[src/rtl/ort_pkg.sv]
`timescale 1ns / 1ps

package ort_pkg;

    localparam int NUM_PORTS_DEF = 5;
    localparam int OP_W          = 3;
    localparam int PORT_W        = 3;
    localparam int PIN_N         = 2 ** PORT_W;

    typedef enum logic [OP_W-1:0] {
        OP_CLEAR      = 3'd0,
        OP_RESERVE    = 3'd1,
        OP_RELEASE    = 3'd2,
        OP_INVALIDATE = 3'd3,
        OP_QUERY      = 3'd4
    } t_op;

    typedef enum logic [1:0] {
        ST_FREE    = 2'd0,
        ST_OWNED   = 2'd1,
        ST_INVALID = 2'd2
    } t_status;

    typedef struct packed {
        logic [OP_W-1:0]   operation;
        logic [PORT_W-1:0] port_in;
        logic [PORT_W-1:0] dest_port;
    } t_in_word;

    typedef struct packed {
        logic              out_port_free;
        logic              input_holds_output;
        logic [PORT_W-1:0] held_output;
        logic              error;
    } t_out_word;

endpackage

[src/rtl/ort_table.sv]
`timescale 1ns / 1ps

module ort_table #(
    parameter int NUM_PORTS = ort_pkg::NUM_PORTS_DEF
) (
    input  logic              i_clk,
    input  logic              i_rst_n,
    input  logic              i_upd,
    input  ort_pkg::t_in_word i_word,
    output ort_pkg::t_out_word o_res
);

    ort_pkg::t_status              r_status [NUM_PORTS];
    logic [ort_pkg::PORT_W-1:0]    r_owner  [NUM_PORTS];
    ort_pkg::t_status              n_status [NUM_PORTS];
    logic [ort_pkg::PORT_W-1:0]    n_owner  [NUM_PORTS];

    logic                          in_ok;
    logic                          out_ok;
    logic                          err;
    logic [NUM_PORTS-1:0]          sel;
    logic [NUM_PORTS-1:0]          cur_free;
    logic [NUM_PORTS-1:0]          cur_owned;
    logic [NUM_PORTS-1:0]          own_pre;
    logic [NUM_PORTS-1:0]          held_pre;
    logic [NUM_PORTS-1:0]          own_post;
    logic [NUM_PORTS-1:0]          held_post;
    logic [NUM_PORTS-1:0]          post_free;
    logic [ort_pkg::PORT_W-1:0]    held_idx;
    logic [NUM_PORTS-1:0]          own_map [ort_pkg::PIN_N];

    always_comb begin
        in_ok  = int'(i_word.port_in) < NUM_PORTS;
        out_ok = int'(i_word.dest_port) < NUM_PORTS;
        for (int i = 0; i < NUM_PORTS; i++) begin
            sel[i]       = int'(i_word.dest_port) == i;
            cur_free[i]  = r_status[i] == ort_pkg::ST_FREE;
            cur_owned[i] = r_status[i] == ort_pkg::ST_OWNED;
            own_pre[i]   = cur_owned[i] && (r_owner[i] == i_word.port_in);
        end
        // lowest set bit
        held_pre = own_pre & ~(own_pre - NUM_PORTS'(1));
    end

    always_comb begin
        err = 1'b0;
        for (int i = 0; i < NUM_PORTS; i++) begin
            n_status[i] = r_status[i];
            n_owner[i]  = r_owner[i];
        end
        unique case (i_word.operation)
            ort_pkg::OP_CLEAR: begin
                for (int i = 0; i < NUM_PORTS; i++) begin
                    if (r_status[i] != ort_pkg::ST_INVALID) begin
                        n_status[i] = ort_pkg::ST_FREE;
                        n_owner[i]  = '0;
                    end
                end
            end
            ort_pkg::OP_RESERVE: begin
                if (!in_ok || !out_ok || !(|(sel & cur_free))) begin
                    err = 1'b1;
                end else begin
                    for (int i = 0; i < NUM_PORTS; i++) begin
                        if (held_pre[i]) begin
                            n_status[i] = ort_pkg::ST_FREE;
                            n_owner[i]  = '0;
                        end
                        if (sel[i]) begin
                            n_status[i] = ort_pkg::ST_OWNED;
                            n_owner[i]  = i_word.port_in;
                        end
                    end
                end
            end
            ort_pkg::OP_RELEASE: begin
                if (!out_ok || !(|(sel & cur_owned))) begin
                    err = 1'b1;
                end else begin
                    for (int i = 0; i < NUM_PORTS; i++) begin
                        if (sel[i]) begin
                            n_status[i] = ort_pkg::ST_FREE;
                            n_owner[i]  = '0;
                        end
                    end
                end
            end
            ort_pkg::OP_INVALIDATE: begin
                if (!out_ok) begin
                    err = 1'b1;
                end else begin
                    for (int i = 0; i < NUM_PORTS; i++) begin
                        if (sel[i]) begin
                            n_status[i] = ort_pkg::ST_INVALID;
                            n_owner[i]  = '0;
                        end
                    end
                end
            end
            ort_pkg::OP_QUERY: begin
                err = !in_ok || !out_ok;
            end
            default: begin
                err = 1'b1;
            end
        endcase
    end

    always_comb begin
        for (int i = 0; i < NUM_PORTS; i++) begin
            own_post[i]  = (n_status[i] == ort_pkg::ST_OWNED) &&
                           (n_owner[i] == i_word.port_in);
            post_free[i] = n_status[i] == ort_pkg::ST_FREE;
        end
        held_post = own_post & ~(own_post - NUM_PORTS'(1));
        held_idx  = '0;
        for (int i = 0; i < NUM_PORTS; i++) begin
            if (held_post[i]) begin
                held_idx = held_idx | ort_pkg::PORT_W'(i);
            end
        end
        o_res.out_port_free      = out_ok && (|(sel & post_free));
        o_res.input_holds_output = in_ok && (|own_post);
        o_res.held_output        = in_ok ? held_idx : '0;
        o_res.error              = err;
    end

    always_ff @(posedge i_clk) begin
        if (!i_rst_n) begin
            for (int i = 0; i < NUM_PORTS; i++) begin
                r_status[i] <= ort_pkg::ST_FREE;
                r_owner[i]  <= '0;
            end
        end else if (i_upd) begin
            for (int i = 0; i < NUM_PORTS; i++) begin
                r_status[i] <= n_status[i];
                r_owner[i]  <= n_owner[i];
            end
        end
    end

    // ownership map per input port
    always_comb begin
        for (int p = 0; p < ort_pkg::PIN_N; p++) begin
            for (int i = 0; i < NUM_PORTS; i++) begin
                own_map[p][i] = (r_status[i] == ort_pkg::ST_OWNED) &&
                                (int'(r_owner[i]) == p);
            end
        end
    end

    generate
        for (genvar p = 0; p < ort_pkg::PIN_N; p++) begin : g_one_owner
            a_one_output: assert property (@(posedge i_clk) disable iff (!i_rst_n)
                $countones(own_map[p]) <= 1)
                else $error("input owns more than one output");
        end
        for (genvar i = 0; i < NUM_PORTS; i++) begin : g_entry
            a_invalid_sticks: assert property (@(posedge i_clk) disable iff (!i_rst_n)
                r_status[i] == ort_pkg::ST_INVALID |=> r_status[i] == ort_pkg::ST_INVALID)
                else $error("invalid entry came back into use");
            a_owner_zero: assert property (@(posedge i_clk) disable iff (!i_rst_n)
                r_status[i] != ort_pkg::ST_OWNED |-> r_owner[i] == '0)
                else $error("unowned entry keeps an owner");
            a_err_hold: assert property (@(posedge i_clk) disable iff (!i_rst_n)
                i_upd && err |=> $stable(r_status[i]) && $stable(r_owner[i]))
                else $error("table changed on an illegal operation");
        end
    endgenerate

endmodule

[src/rtl/router_output_reservation_table.sv]
`timescale 1ns / 1ps

// channel   direction  handshake                   word
// in        to block   i_in_valid / o_in_stall     i_in_word  (t_in_word)
// out       from block o_out_valid / i_out_stall   o_out_word (t_out_word)
//
// one word per cycle sustained while the output is not stalled
// path: input register, table update and lookup, result register
// the table is written as a word moves into the result register
// reset frees every entry at once and empties both registers
// a stall on the result side holds the input register and then stalls the input

module router_output_reservation_table #(
    parameter int NUM_PORTS = ort_pkg::NUM_PORTS_DEF
) (
    input  logic               i_clk,
    input  logic               i_rst_n,
    input  logic               i_in_valid,
    output logic               o_in_stall,
    input  ort_pkg::t_in_word  i_in_word,
    output logic               o_out_valid,
    input  logic               i_out_stall,
    output ort_pkg::t_out_word o_out_word
);

    logic               r_in_valid;
    ort_pkg::t_in_word  r_in_word;
    logic               r_out_valid;
    ort_pkg::t_out_word r_out_word;
    ort_pkg::t_out_word res;
    logic               out_load;
    logic               advance;

    assign out_load   = !r_out_valid || !i_out_stall;
    assign advance    = r_in_valid && out_load;
    assign o_in_stall = r_in_valid && !out_load;

    ort_table #(
        .NUM_PORTS (NUM_PORTS)
    ) u_table (
        .i_clk   (i_clk),
        .i_rst_n (i_rst_n),
        .i_upd   (advance),
        .i_word  (r_in_word),
        .o_res   (res)
    );

    always_ff @(posedge i_clk) begin
        if (!i_rst_n) begin
            r_in_valid <= 1'b0;
        end else if (!o_in_stall) begin
            r_in_valid <= i_in_valid;
        end
    end

    always_ff @(posedge i_clk) begin
        if (!o_in_stall && i_in_valid) begin
            r_in_word <= i_in_word;
        end
    end

    always_ff @(posedge i_clk) begin
        if (!i_rst_n) begin
            r_out_valid <= 1'b0;
        end else if (out_load) begin
            r_out_valid <= r_in_valid;
        end
    end

    always_ff @(posedge i_clk) begin
        if (advance) begin
            r_out_word <= res;
        end
    end

    assign o_out_valid = r_out_valid;
    assign o_out_word  = r_out_word;

endmodule

[config.mk]
export PLATFORM = sky130hd
export DESIGN_NAME = router_output_reservation_table
export DESIGN_NICKNAME = d
export VERILOG_FILES = /design/src/rtl/ort_pkg.sv /design/src/rtl/ort_table.sv /design/src/rtl/router_output_reservation_table.sv
export SDC_FILE = /design/constraint.sdc
export NUM_CORES = 1
export LEC_CHECK = 0
export BUFFER_PORTS_ARGS = -buffer_cell sky130_fd_sc_hd__buf_4
export CAP_MARGIN = 20
export CORE_AREA = 2 2 64 126
export DETAILED_ROUTE_END_ITERATION = 16
export DIE_AREA = 0 0 66 128
export PLACE_DENSITY_LB_ADDON = 0.25
export SYNTH_ARGS = -nofsm -noshare
export SYNTH_HDL_FRONTEND = slang
export SYNTH_SLANG_ARGS = --single-unit
export TNS_END_PERCENT = 1
[constraint.sdc]
create_clock -name i_clk -period 7.39 [get_ports i_clk]
set_clock_uncertainty 0.2 [all_clocks]
set_input_delay 1.478 -clock i_clk [delete_from_list [all_inputs] [get_ports i_clk]]
set_output_delay 1.478 -clock i_clk [all_outputs]
set_load 0.005 [all_outputs]
# After elaboration in Yosys (flattened, before gate mapping)
# Memories as Yosys holds them, arrays and structs flattened.
# Cells that the tools add are included.
# op_classes
muxes	75
n_addsub	2
n_mul	0
n_shift	0
n_eq_ne	33
reduce_logical	43
div_mod_pow	0
n_bitwise	17
n_lt_le_gt_ge	2
# op_table
op	count
2-to-1 mux 3 bit	26
2-to-1 mux 2 bit	32
one-hot mux 15 bit (4 select lines)	1
2-to-1 mux 15 bit	3
one-hot mux 10 bit (4 select lines)	1
equality test 3 bit	10
2-to-1 mux 10 bit	3
bitwise AND 5 bit	5
equality test 2 x 1 -> 1 bit (second input constant)	10
logical NOT 2 bit	10
OR reduction 5 bit	4
logical AND 1 bit	15
equality test 3 bit (second input constant)	4
!= test 2 bit (second input constant)	5
inverter 5 bit	2
bitwise OR 1 bit	10
subtractor 5 x 1 -> 5 bit (second input constant)	2
equality test 3 x 2 -> 1 bit (second input constant)	3
logical NOT 1 bit	8
2-to-1 mux 1 bit	8
logical NOT 3 bit	2
< comparator 3 bit (second input constant)	2
one-hot mux 1 bit (5 select lines)	1
logical OR 1 bit	4
equality test 3 x 1 -> 1 bit (second input constant)	1
# word_totals
regBits	17
ramBits	25
latchBits	0
memories	2
input_bits	13
elab_cells	183
romBits	0
out_inout_bits	8
# memory_table
name	depth	width	rd	rd_ports_with_merged_regs	write_ports	line	rtl
u_table.r_owner	5	3	5	0	5	ort_table.sv:14	logic [ort_pkg::PORT_W-1:0] r_owner [NUM_PORTS];
u_table.r_status	5	2	5	0	5	ort_table.sv:13	ort_pkg::t_status r_status [NUM_PORTS];

# Depth between registers and ports, before layout
# Gate-level depths: netlist (run 1).
# An unclocked memory read counts as a cell.
# depth
ltp_word	19
mapped_depth	10
mapped_depth_nobuf	9

# Cells and area by module
# From an unflattened synthesis (run 1), not the netlist that was laid out.
# unflattened
cells_unflattened	329
area_unflattened_um2	3170.5
# modules_own_cells
mod	seq_area_each_um2	cells_each	instances	area_per_inst_um2
ort_table	750.7	306	1	2636.3
router_output_reservation_table	490.5	23	1	534.3

# Worst setup path after synthesis (run 1)
# OpenSTA, ideal clock, no wires.
# synth_timing
path_kind	in2reg
from	in i_out_stall
to	mem u_table.r_owner[0][0] (netlist bit), enable pin
n_path_buf	0
slack_ns	3.964
setup_ns	0.386
required_time_ns	6.804
cell_stages	2
t_arrival_ns	2.840
path_cell_list	a21boi_0 nand2b_1
# synth_lines
element	line	rtl
start: declaration	router_output_reservation_table.sv:22	input logic i_out_stall,
end: declaration	ort_table.sv:14	

# Worst setup path after layout (run 1)
# layout_timing
from	reg r_in_word[3] (netlist bit)
to	reg r_out_word (netlist bit o_out_word[3]) (data pin)
# layout_between
elab_chain_cells	15
elab_cells_between_ends	60
classes_between	add/sub (2); order compare (1); eq/ne (15); mux (25); bitwise (4); reduce/logical (13)
# layout_lines
element	line	rtl
start: declaration	router_output_reservation_table.sv:27	ort_pkg::t_in_word r_in_word;
start signal: assignment	router_output_reservation_table.sv:58	r_in_word <= i_in_word;
equality test 3 bit	ort_table.sv:39	own_pre[i] = cur_owned[i] && (r_owner[i] == i_word.port_in);
logical AND 1 bit	ort_table.sv:39	
subtractor 5 x 1 -> 5 bit	ort_table.sv:42	held_pre = own_pre & ~(own_pre - NUM_PORTS'(1));
inverter 5 bit	ort_table.sv:42	
bitwise AND 5 bit	ort_table.sv:42	
2-to-1 mux 3 bit or 2-to-1 mux 2 bit (tied branches)	ort_table.sv:65	if (held_pre[i]) begin
2-to-1 mux 3 bit or 2-to-1 mux 2 bit (tied branches)	ort_table.sv:69	if (sel[i]) begin
2-to-1 mux 15 bit or 2-to-1 mux 10 bit (tied branches)	ort_table.sv:61	if (!in_ok || !out_ok || !(|(sel & cur_free))) begin
one-hot mux 15 bit (4 select lines) or one-hot mux 10 bit (4 select lines) (tied branches)	ort_table.sv:51	unique case (i_word.operation)
equality test 3 bit or equality test 2 x 1 -> 1 bit (tied branches)	ort_table.sv:112, ort_table.sv:111	
logical AND 1 bit	ort_table.sv:111	own_post[i] = (n_status[i] == ort_pkg::ST_OWNED) &&
subtractor 5 x 1 -> 5 bit	ort_table.sv:115	held_post = own_post & ~(own_post - NUM_PORTS'(1));
inverter 5 bit	ort_table.sv:115	
bitwise AND 5 bit	ort_table.sv:115	
2-to-1 mux 3 bit	ort_table.sv:118	if (held_post[i]) begin
end signal: assignment	router_output_reservation_table.sv:72	r_out_word <= res;
end: declaration	router_output_reservation_table.sv:29	ort_pkg::t_out_word r_out_word;
# Parallel ways exist; a longest one is shown, timed or not.
# A chain may end at the register's enable or synchronous reset.

==> flow_summary.json, run 1 <==
{
  "vias_per_cell": 5.93,
  "drt-wirelength-per-cell_um": 19.0,
  "status": "complete, no violations",
  "drc": 0,
  "rows": 45,
  "cts_buffers": 5,
  "ctsHoldBuffers": 0,
  "maxCapViolCount": 0,
  "cts-root-buf": "clkbuf_16",
  "htree_levels": 2,
  "cp-start-kind": "flop",
  "clk_path_buf_depth": 2,
  "relSlewSlack": 0.353,
  "ir_drop_v": 0.000162,
  "r2r_slack_ps": 3600,
  "fin_crit_ps": 3790,
  "crit_required_ps": 7240,
  "cts_resized": 0,
  "p_leak_nw": 1.14,
  "postRouteAntennaNets": 0,
  "nFillCells": 767,
  "synth.distinct_cells": 62,
  "hold_end": "o_out_valid$_SDFFE_PN0N_",
  "grt_pass1_vias": 2539,
  "worstHoldStart": "r_in_valid$_SDFFE_PN0N_",
  "post_cts.repair.setup_buffers": 0,
  "hold_path_class": "reg -> reg",
  "synth-edff-count": 40,
  "crit_fanout": 18,
  "netlist_area_um2": 2960,
  "seqCellArea_um2": 1240,
  "power_mw": 0.652,
  "track_usage": 0.214,
  "period_share": 0.512,
  "synthTopCellsByArea": "edfxtp_1 (41%), a21oi_1 (6.8%), nor2_1 (5.2%)",
  "crit_arrival_ps": 3640,
  "yosysTopAreaCell": "edfxtp_1",
  "avgSynthCellArea_um2": 8.91,
  "cts.sinks": 42,
  "core_um2": 7540,
  "hold_depth": 2,
  "syn_nets": 345,
  "grt-ovfl-total": 0,
  "vias": 2620,
  "yosysWarnings": 0,
  "io_pins": 21,
  "tns_ps": 0,
  "portBuffers": 20,
  "synth_top_cell_area_share": 0.406,
  "antenna_found_initial": 0,
  "path_clk_slew_ps": 60,
  "dr.pass1.iters": 5,
  "grt_first_pass_wirelength_um": 13300,
  "fmaxAchievable_mhz": 264,
  "ff2ff_path_depth": 8,
  "first_iter_violations": 149,
  "syn2layout_area_growth_pct": 13.3,
  "reg2reg_from": "r_in_word[3]$_DFFE_PP_",
  "synth-seq-cells": 42,
  "dieArea_um2": 8450,
  "wirelength_um": 8390,
  "cts_tree": "yes",
  "dieWidth_um": 66,
  "tightest_slew_ps": 962,
  "synth-main-ff-cell": "edfxtp_1",
  "antennaDiodeCount": 0,
  "nets": 360,
  "final_layout_size_suffix_gt1_frac": 0.147,
  "grt_max_degree": 26,
  "ys_seq_area_frac": 0.420,
  "path_class": "reg -> reg",
  "end_kind": "flop",
  "power.density_nw_per_um2": 195,
  "rsz0062_at_grt": "false",
  "die_h_um": 128,
  "timing_hold_violations_final": 0,
  "synthArstFlopShare": 0,
  "initial_core_util": 0.392,
  "setup_viol": 0,
  "netlist_instances": 332,
  "dp_hpwl_um": 6510,
  "multi_input_area_um2": 1610,
  "place.gp.congestion": 0.951,
  "r2r_end": "o_out_word[3]$_SDFFCE_PP0P_",
  "slew_viol_final": 0,
  "insertion_delay_ps": 290
}
[kinds of logic after synthesis]
logic type,synth area share
multiplexers,0.00338
AND/OR/NAND/NOR,0.240
XOR/XNOR,0.0385
buffers and inverters,0.0355
adder cells (fa/ha/maj),0.00338
AO/OA/AOI/OAI,0.259
flip-flops,0.420
[final cells by class]
cell class	instances	share of cell area
Clock buffer	6	0.0385
Clock inverter	2	0.0112
Multi-Input combinational cell	266	0.481
Inverter	9	0.0101
Sequential cell	42	0.370
Timing Repair Buffer	23	0.0538
Tap cell	94	0.0351
[worst max-delay path, cell delays in order (launching register included)]
cell and delay [ps]:
edfxtp_1 710, o21ai_1 470, nand2_1 220, a31oi_4 320
nand2_2 190, nor2_1 280, a21oi_1 120, nor4_1 740
and4b_1 280
[report_power, final]
| group | switching (mW) | leakage, nW | internal [mW] | total [mW] |
|---|---|---|---|---|
| sequential | 0.0217 | 0.430 | 0.277 | 0.299 |
| clock | 0.0935 | 0.0771 | 0.160 | 0.253 |
| combinational | 0.0585 | 0.636 | 0.0421 | 0.101 |
| total | 0.174 | 1.14 | 0.479 | 0.652 |
[cell usage in the layout, fill, tap and decap left out, types with 6 or more instances in the layout]
cell type,synthesis,layout
a21oi_1,40,40
a22oi_1,7,7
buf_4,3,22
edfxtp_1,40,40
inv_1,7,7
nand2_1,34,34
nand2b_1,7,7
nand4_1,6,6
nor2_1,41,41
nor2b_1,8,8
o21ai_0,24,24
xnor2_1,12,12
[worst max path at each step]
stage                      startpoint                              endpoint
2_1_floorplan             i_out_stall   u_table.r_owner[0][0]$_SDFFCE_PN0P_
3_3_place_gp              i_out_stall  u_table.r_status[0][2]$_SDFFCE_PN0P_
3_5_place_dp              i_out_stall  u_table.r_owner[0][12]$_SDFFCE_PN0P_
4_1_cts        r_in_word[0]$_DFFE_PP_           o_out_word[3]$_SDFFCE_PP0P_
5_1_grt        r_in_word[3]$_DFFE_PP_           o_out_word[3]$_SDFFCE_PP0P_
6_report       r_in_word[3]$_DFFE_PP_           o_out_word[3]$_SDFFCE_PP0P_
[layer usage]
layer  share of wire  GRT usage  routed length, um
met1            0.37      0.226               3150
met2            0.54      0.386               4500
met3           0.034     0.0325                286
met4           0.055      0.132                460
met5               0          0                  0
[state kept, by name (all words and copies together), names as in the netlist]
| name | count |
|---|---|
| o_out_valid | 1 |
| r_in_valid | 1 |
| o_out_word | 6 |
| u_table.r_status | 10 |
| u_table.r_owner | 15 |
| r_in_word | 9 |
[cell usage after synthesis (2+ instances only)]
master and n:
a21boi_0 3, a21o_1 2, a21oi_1 40, a222oi_1 5, a22o_1 3, a22oi_1 7
a31o_2 2, a31oi_1 2, buf_2 3, buf_4 3, clkbuf_1 9, dfxtp_1 2
edfxtp_1 40, inv_1 7, inv_2 2, nand2_1 34, nand2b_1 7, nand3_1 4
nand4_1 6, nor2_1 41, nor2b_1 8, nor3_1 5, nor3b_1 3, nor3b_2 3
nor4_1 3, o211ai_1 5, o21a_1 2, o21ai_0 24, o21ai_1 4, o221ai_1 2
o22ai_1 3, or2_2 2, or3_1 4, or3b_2 2, or4_4 2, xnor2_1 12
[stage by stage]
step	area (um2)	hold WS (ps)	cells	utilization	worst slack (ps)
after floorplan	2960	266	332	-	3960
after global placement	3170	310	433	0.420	3440
after detailed placement	3180	328	434	0.422	3440
after CTS	3350	341	442	0.444	3580
after global routing	3350	362	442	0.444	3330
final	3350	334	442	0.444	3600
(Power assumes the default switching activity.)
==> run 2, diff against run 1 <==
- clock period: 7.39 -> 3.05 ns (I/O delays scaled with it)
==> flow_summary.json, run 2 (synthesis gave the netlist of run 1 again) <==
{
  "place.gp.congestion": 0.948,
  "dp_hpwl_um": 7380,
  "p_int_mw": 1.24,
  "top_regs": "u_table.r_owner x15, u_table.r_status x10, r_in_word x9",
  "period_share": 1.02,
  "postRouteAntennaNets": 0,
  "hold_path_class": "in -> reg",
  "core_um2": 7540,
  "grt_first_pass_wirelength_um": 14800,
  "seqCellArea_um2": 1240,
  "pwr-share-comb": 0.210,
  "ir_drop_v": 0.000316,
  "regMostFlops": "u_table.r_owner",
  "rsz0062_at_grt": "true",
  "dieArea_um2": 8450,
  "grt_max_degree": 26,
  "dieWidth_um": 66,
  "final_common_cell": "buf_4",
  "first_iter_violations": 281,
  "status": "complete, but fails checks",
  "layout.cells.non_filler": 507,
  "vias": 2962,
  "syn2layout_area_growth_pct": 33.6,
  "nets": 426,
  "antenna_found_initial": 0,
  "relSlewSlack": 0.413,
  "timing_hold_violations_final": 0,
  "cts.sinks": 42,
  "antennaDiodeCount": 0,
  "pwr-share-clk": 0.370,
  "slew_viol_final": 0,
  "cts_tree": "yes",
  "crit_arrival_ps": 2940,
  "die_h_um": 128,
  "p_leak_nw": 1.50,
  "fin_crit_ps": 3100,
  "end_kind": "flop",
  "dr.pass1.iters": 5,
  "tightest_slew_ps": 878,
  "vias_per_cell": 5.84,
  "drc": 0,
  "maxCapViolCount": 0,
  "switchingPower_mw": 0.446,
  "grtUsageMet2": 0.427,
  "multi_input_area_um2": 1720,
  "htree_levels": 2,
  "power_frac_seq": 0.419,
  "insertion_delay_ps": 290,
  "power_mw": 1.68,
  "dp_cells": 497,
  "grt_pass1_vias": 2939,
  "cts-root-buf": "clkbuf_16",
  "layout_setup_ws_ps": -46.1,
  "cts_buffers": 5,
  "gr-usage-met3": 0.0413,
  "power.density_nw_per_um2": 426,
  "drt-wirelength-per-cell_um": 18.8,
  "most-common-layout-cells": "buf_4 (87), nor2_1 (41), edfxtp_1 (40), a21oi_1 (39), nand2_1 (33)",
  "io_pins": 21,
  "nFillCells": 715,
  "grt-ovfl-total": 0,
  "dp_slack_ps": -95.0,
  "track_usage": 0.237,
  "crit_fanout": 7,
  "fmaxAchievable_mhz": 323,
  "wirelength_um": 9560,
  "crit_required_ps": 2890,
  "path_clk_slew_ps": 60,
  "ctsHoldBuffers": 0,
  "setup_viol": 3,
  "rows": 45,
  "grt.met1_usage": 0.229,
  "portBuffers": 20,
  "violations": "negative setup slack",
  "largest_reg_flops": 15,
  "grt-busiest-layer": "met2",
  "initial_core_util": 0.392,
  "p_sw_frac": 0.265,
  "final_layout_size_suffix_gt1_frac": 0.315,
  "path_class": "reg -> reg",
  "cp-start-kind": "flop",
  "clk_path_buf_depth": 2
}
-- run 2: layer usage --
layer / share of wire / routed length (um)
met4: 0.078 / 747
met1: 0.34 / 3280
met2: 0.54 / 5130
met5: 0 / 0
met3: 0.042 / 397
-- run 2: worst max-delay path, stage by stage, from the launching register on --
cell      delay [ps]
edfxtp_1         420
buf_6            160
nand3b_4          80
or3_4            380
buf_4            150
a31o_2           260
nor3_1           190
o21ai_0          140
a21oi_1          290
nor4_2           110
nand2b_1         160
o31a_1           290
-- run 2: power by group through the flow --
stage	logic, mW	registers, mW	clock network [mW]
2_1_floorplan	0.191	0.705	0
3_3_place_gp	0.324	0.714	0
3_5_place_dp	0.327	0.715	0
4_1_cts	0.337	0.703	0.633
5_1_grt	0.384	0.710	0.648
6_report	0.354	0.706	0.623
-- run 2: worst paths after layout --
path,startpoint,end,slack (ps),cells past startpoint
worst max-delay path,r_in_word[0]$_DFFE_PP_,o_out_word[4]$_DFFE_PP_,-50,11
worst min-delay path,i_in_word[8],r_in_word[8]$_DFFE_PP_,290,1
worst max register to register,r_in_word[0]$_DFFE_PP_,o_out_word[4]$_DFFE_PP_,-50,11
worst min register to register,r_in_valid$_SDFFE_PN0N_,o_out_valid$_SDFFE_PN0N_,310,2
-- run 2: cell type report --
class                      instances  area share
timing repair buffer              89       0.171
inverter                           9     0.00855
clock inverter                     1     0.00760
tap                               94      0.0298
sequential                        42       0.314
multi-input combinational        266       0.434
clock buffer                       6      0.0351
-- run 2: what timing repair did --
action	in CTS	in global routing
pin swaps	2	11
resized for setup	9	16
buffers inserted	1	2
endpoints found under the setup margin	3	5
-- run 2: stage by stage --
step / area, um2 / hold slack [ps] / TNS, ps / utilization
detailed placement: 3650 / 304 / -131 / 0.484
global route: 3950 / 295 / -490 / 0.524
CTS: 3860 / 293 / 0 / 0.512
global placement: 3650 / 297 / -23.8 / 0.484
floorplan: 2960 / 266 / 0 / -
finish: 3950 / 293 / -114 / 0.524
==> run 3, diff against run 2 <==
- CORE_AREA: 2 2 64 126 -> 2 2 68 134
- DIE_AREA: 0 0 66 128 -> 0 0 70 136
- PLACE_DENSITY: default -> 0.54
- PLACE_DENSITY_LB_ADDON: 0.25 -> default
==> flow_summary.json, run 3 (synthesis gave the netlist of run 1 again) <==
{
  "status": "complete, but fails checks",
  "violations": "negative setup slack",
  "p_int_mw": 1.25,
  "rows": 48,
  "core_um2": 8530,
  "most-common-layout-cells": "buf_4 (104), edfxtp_1 (40), nor2_1 (39), a21oi_1 (38), nand2_1 (33)",
  "layout.cells.non_filler": 536,
  "drt-wirelength-per-cell_um": 18.9,
  "crit_fanout": 6,
  "final_common_cell": "buf_4",
  "grt-busiest-layer": "met2",
  "postRouteAntennaNets": 0,
  "grt_pass1_vias": 3128,
  "fin_crit_ps": 3090,
  "first_iter_violations": 245,
  "track_usage": 0.219,
  "slew_viol_final": 0,
  "largest_reg_flops": 15,
  "power_frac_seq": 0.404,
  "utilization": 0.500,
  "path_class": "reg -> reg",
  "clk_path_buf_depth": 2,
  "grt_max_degree": 26,
  "wirelength_um": 10100,
  "antenna_found_initial": 0,
  "ir_drop_v": 0.000337,
  "dr.pass1.iters": 5,
  "die_h_um": 136,
  "drc": 0,
  "insertion_delay_ps": 300,
  "relSlewSlack": 0.473,
  "switchingPower_mw": 0.487,
  "hold_depth": 1,
  "place.gp.congestion": 0.894,
  "grt.met1_usage": 0.204,
  "ff2ff_path_depth": 11,
  "cts.sinks": 42,
  "initial_core_util": 0.347,
  "rsz0062_at_grt": "true",
  "p_leak_nw": 1.66,
  "cts_buffers": 5,
  "antennaDiodeCount": 0,
  "dieWidth_um": 70,
  "power.density_nw_per_um2": 408,
  "crit_required_ps": 3010,
  "pwr-share-clk": 0.362,
  "path_clk_slew_ps": 70,
  "portBuffers": 20,
  "end_kind": "flop",
  "cts-root-buf": "clkbuf_16",
  "period_share": 1.01,
  "timing_hold_violations_final": 0,
  "cp-start-kind": "flop",
  "fmaxAchievable_mhz": 324,
  "dp_hpwl_um": 7810,
  "grtUsageMet2": 0.402,
  "regMostFlops": "u_table.r_owner",
  "cts_tree": "yes",
  "maxCapViolCount": 0,
  "vias_per_cell": 5.73,
  "io_pins": 21,
  "pwr-share-comb": 0.234,
  "layout_setup_ws_ps": -35.0,
  "grt-ovfl-total": 0,
  "gr-usage-met3": 0.0326,
  "vias": 3072,
  "syn2layout_area_growth_pct": 44.3,
  "dp_cells": 518,
  "nFillCells": 845,
  "grt_first_pass_wirelength_um": 15800,
  "crit_arrival_ps": 3040,
  "nets": 448,
  "final_layout_size_suffix_gt1_frac": 0.388,
  "tightest_slew_ps": 789,
  "setup_viol": 2,
  "dieArea_um2": 9520,
  "top_regs": "u_table.r_owner x15, u_table.r_status x10, r_in_word x9",
  "htree_levels": 2,
  "hold_path_class": "in -> reg",
  "p_sw_frac": 0.280
}
## run 3: cell count changes in the layout (fill, tap and decap cells not counted), moves of 3 or more
cell / previous run / this run
buf_4: 87 / 104
o21ai_1: 5 / 2
o21ai_2: 2 / 7
o21ai_0: 21 / 17
buf_12: 0 / 3
## run 3: worst max-delay path, stage by stage, from the launching register on
cell and delay, ps:
edfxtp_1 460, buf_6 170, nor3b_4 240, a22oi_2 160, buf_4 170, a31oi_4 190
nand2_4 110, o311a_4 390, nand2b_4 150, a22o_1 230, a211oi_2 230, and4b_1 240
## run 3: layout make-up
type / count / area (um2) / share of cell area
clock inverters: 3 / 45.0 / 0.0106
repair buffers: 111 / 886 / 0.208
clock buffers: 5 / 125 / 0.0293
flip-flops and latches: 42 / 1240 / 0.291
multi-input cells: 266 / 1810 / 0.425
well taps: 100 / 125 / 0.0293
inverters: 9 / 33.8 / 0.00792
## run 3: final timing paths
kind                           startpoint                          end  slack [ps]
setup reg to reg   r_in_word[2]$_DFFE_PP_  o_out_word[3]$_SDFFCE_PP0P_         -40
hold / removal               i_in_word[8]       r_in_word[8]$_DFFE_PP_         290
hold reg to reg   r_in_valid$_SDFFE_PN0N_     o_out_valid$_SDFFE_PN0N_         320
setup / recovery   r_in_word[2]$_DFFE_PP_  o_out_word[3]$_SDFFCE_PP0P_         -40
## run 3: power by group through the flow
stage | combinational [mW] | sequential (mW) | clock [mW]
final | 0.407 | 0.702 | 0.631
after detailed placement | 0.354 | 0.712 | 0
after CTS | 0.390 | 0.701 | 0.645
after global placement | 0.353 | 0.711 | 0
after global routing | 0.440 | 0.706 | 0.658
after floorplan | 0.191 | 0.705 | 0
## run 3: timing repair
action                                  4_1_cts  5_1_grt
resized for setup                            30       22
endpoints found under the setup margin        5        5
buffers inserted                              8        2
hold buffers                                  0        0
endpoints found under the hold margin         0        0
pin swaps                                    11       10
## run 3: metal layers
metal  wire, um  up-vias
li1           -     1457
met4        821        0
met3        337       43
met5          0        -
met2       5520       99
met1       3460     1473
## run 3: metrics by stage
stage | cell area [um2] | power [mW] | TNS (ps) | hold WS [ps] | worst slack, ps
finish | 4270 | 1.74 | -37.2 | 286 | -35.0
global route | 4270 | 1.80 | -316 | 283 | -113
CTS | 4170 | 1.74 | -38.1 | 285 | -19.3
detailed placement | 3790 | 1.07 | -617 | 298 | -195
global placement | 3790 | 1.06 | -282 | 300 | -123
floorplan | 2960 | 0.896 | 0 | 266 | 68.0
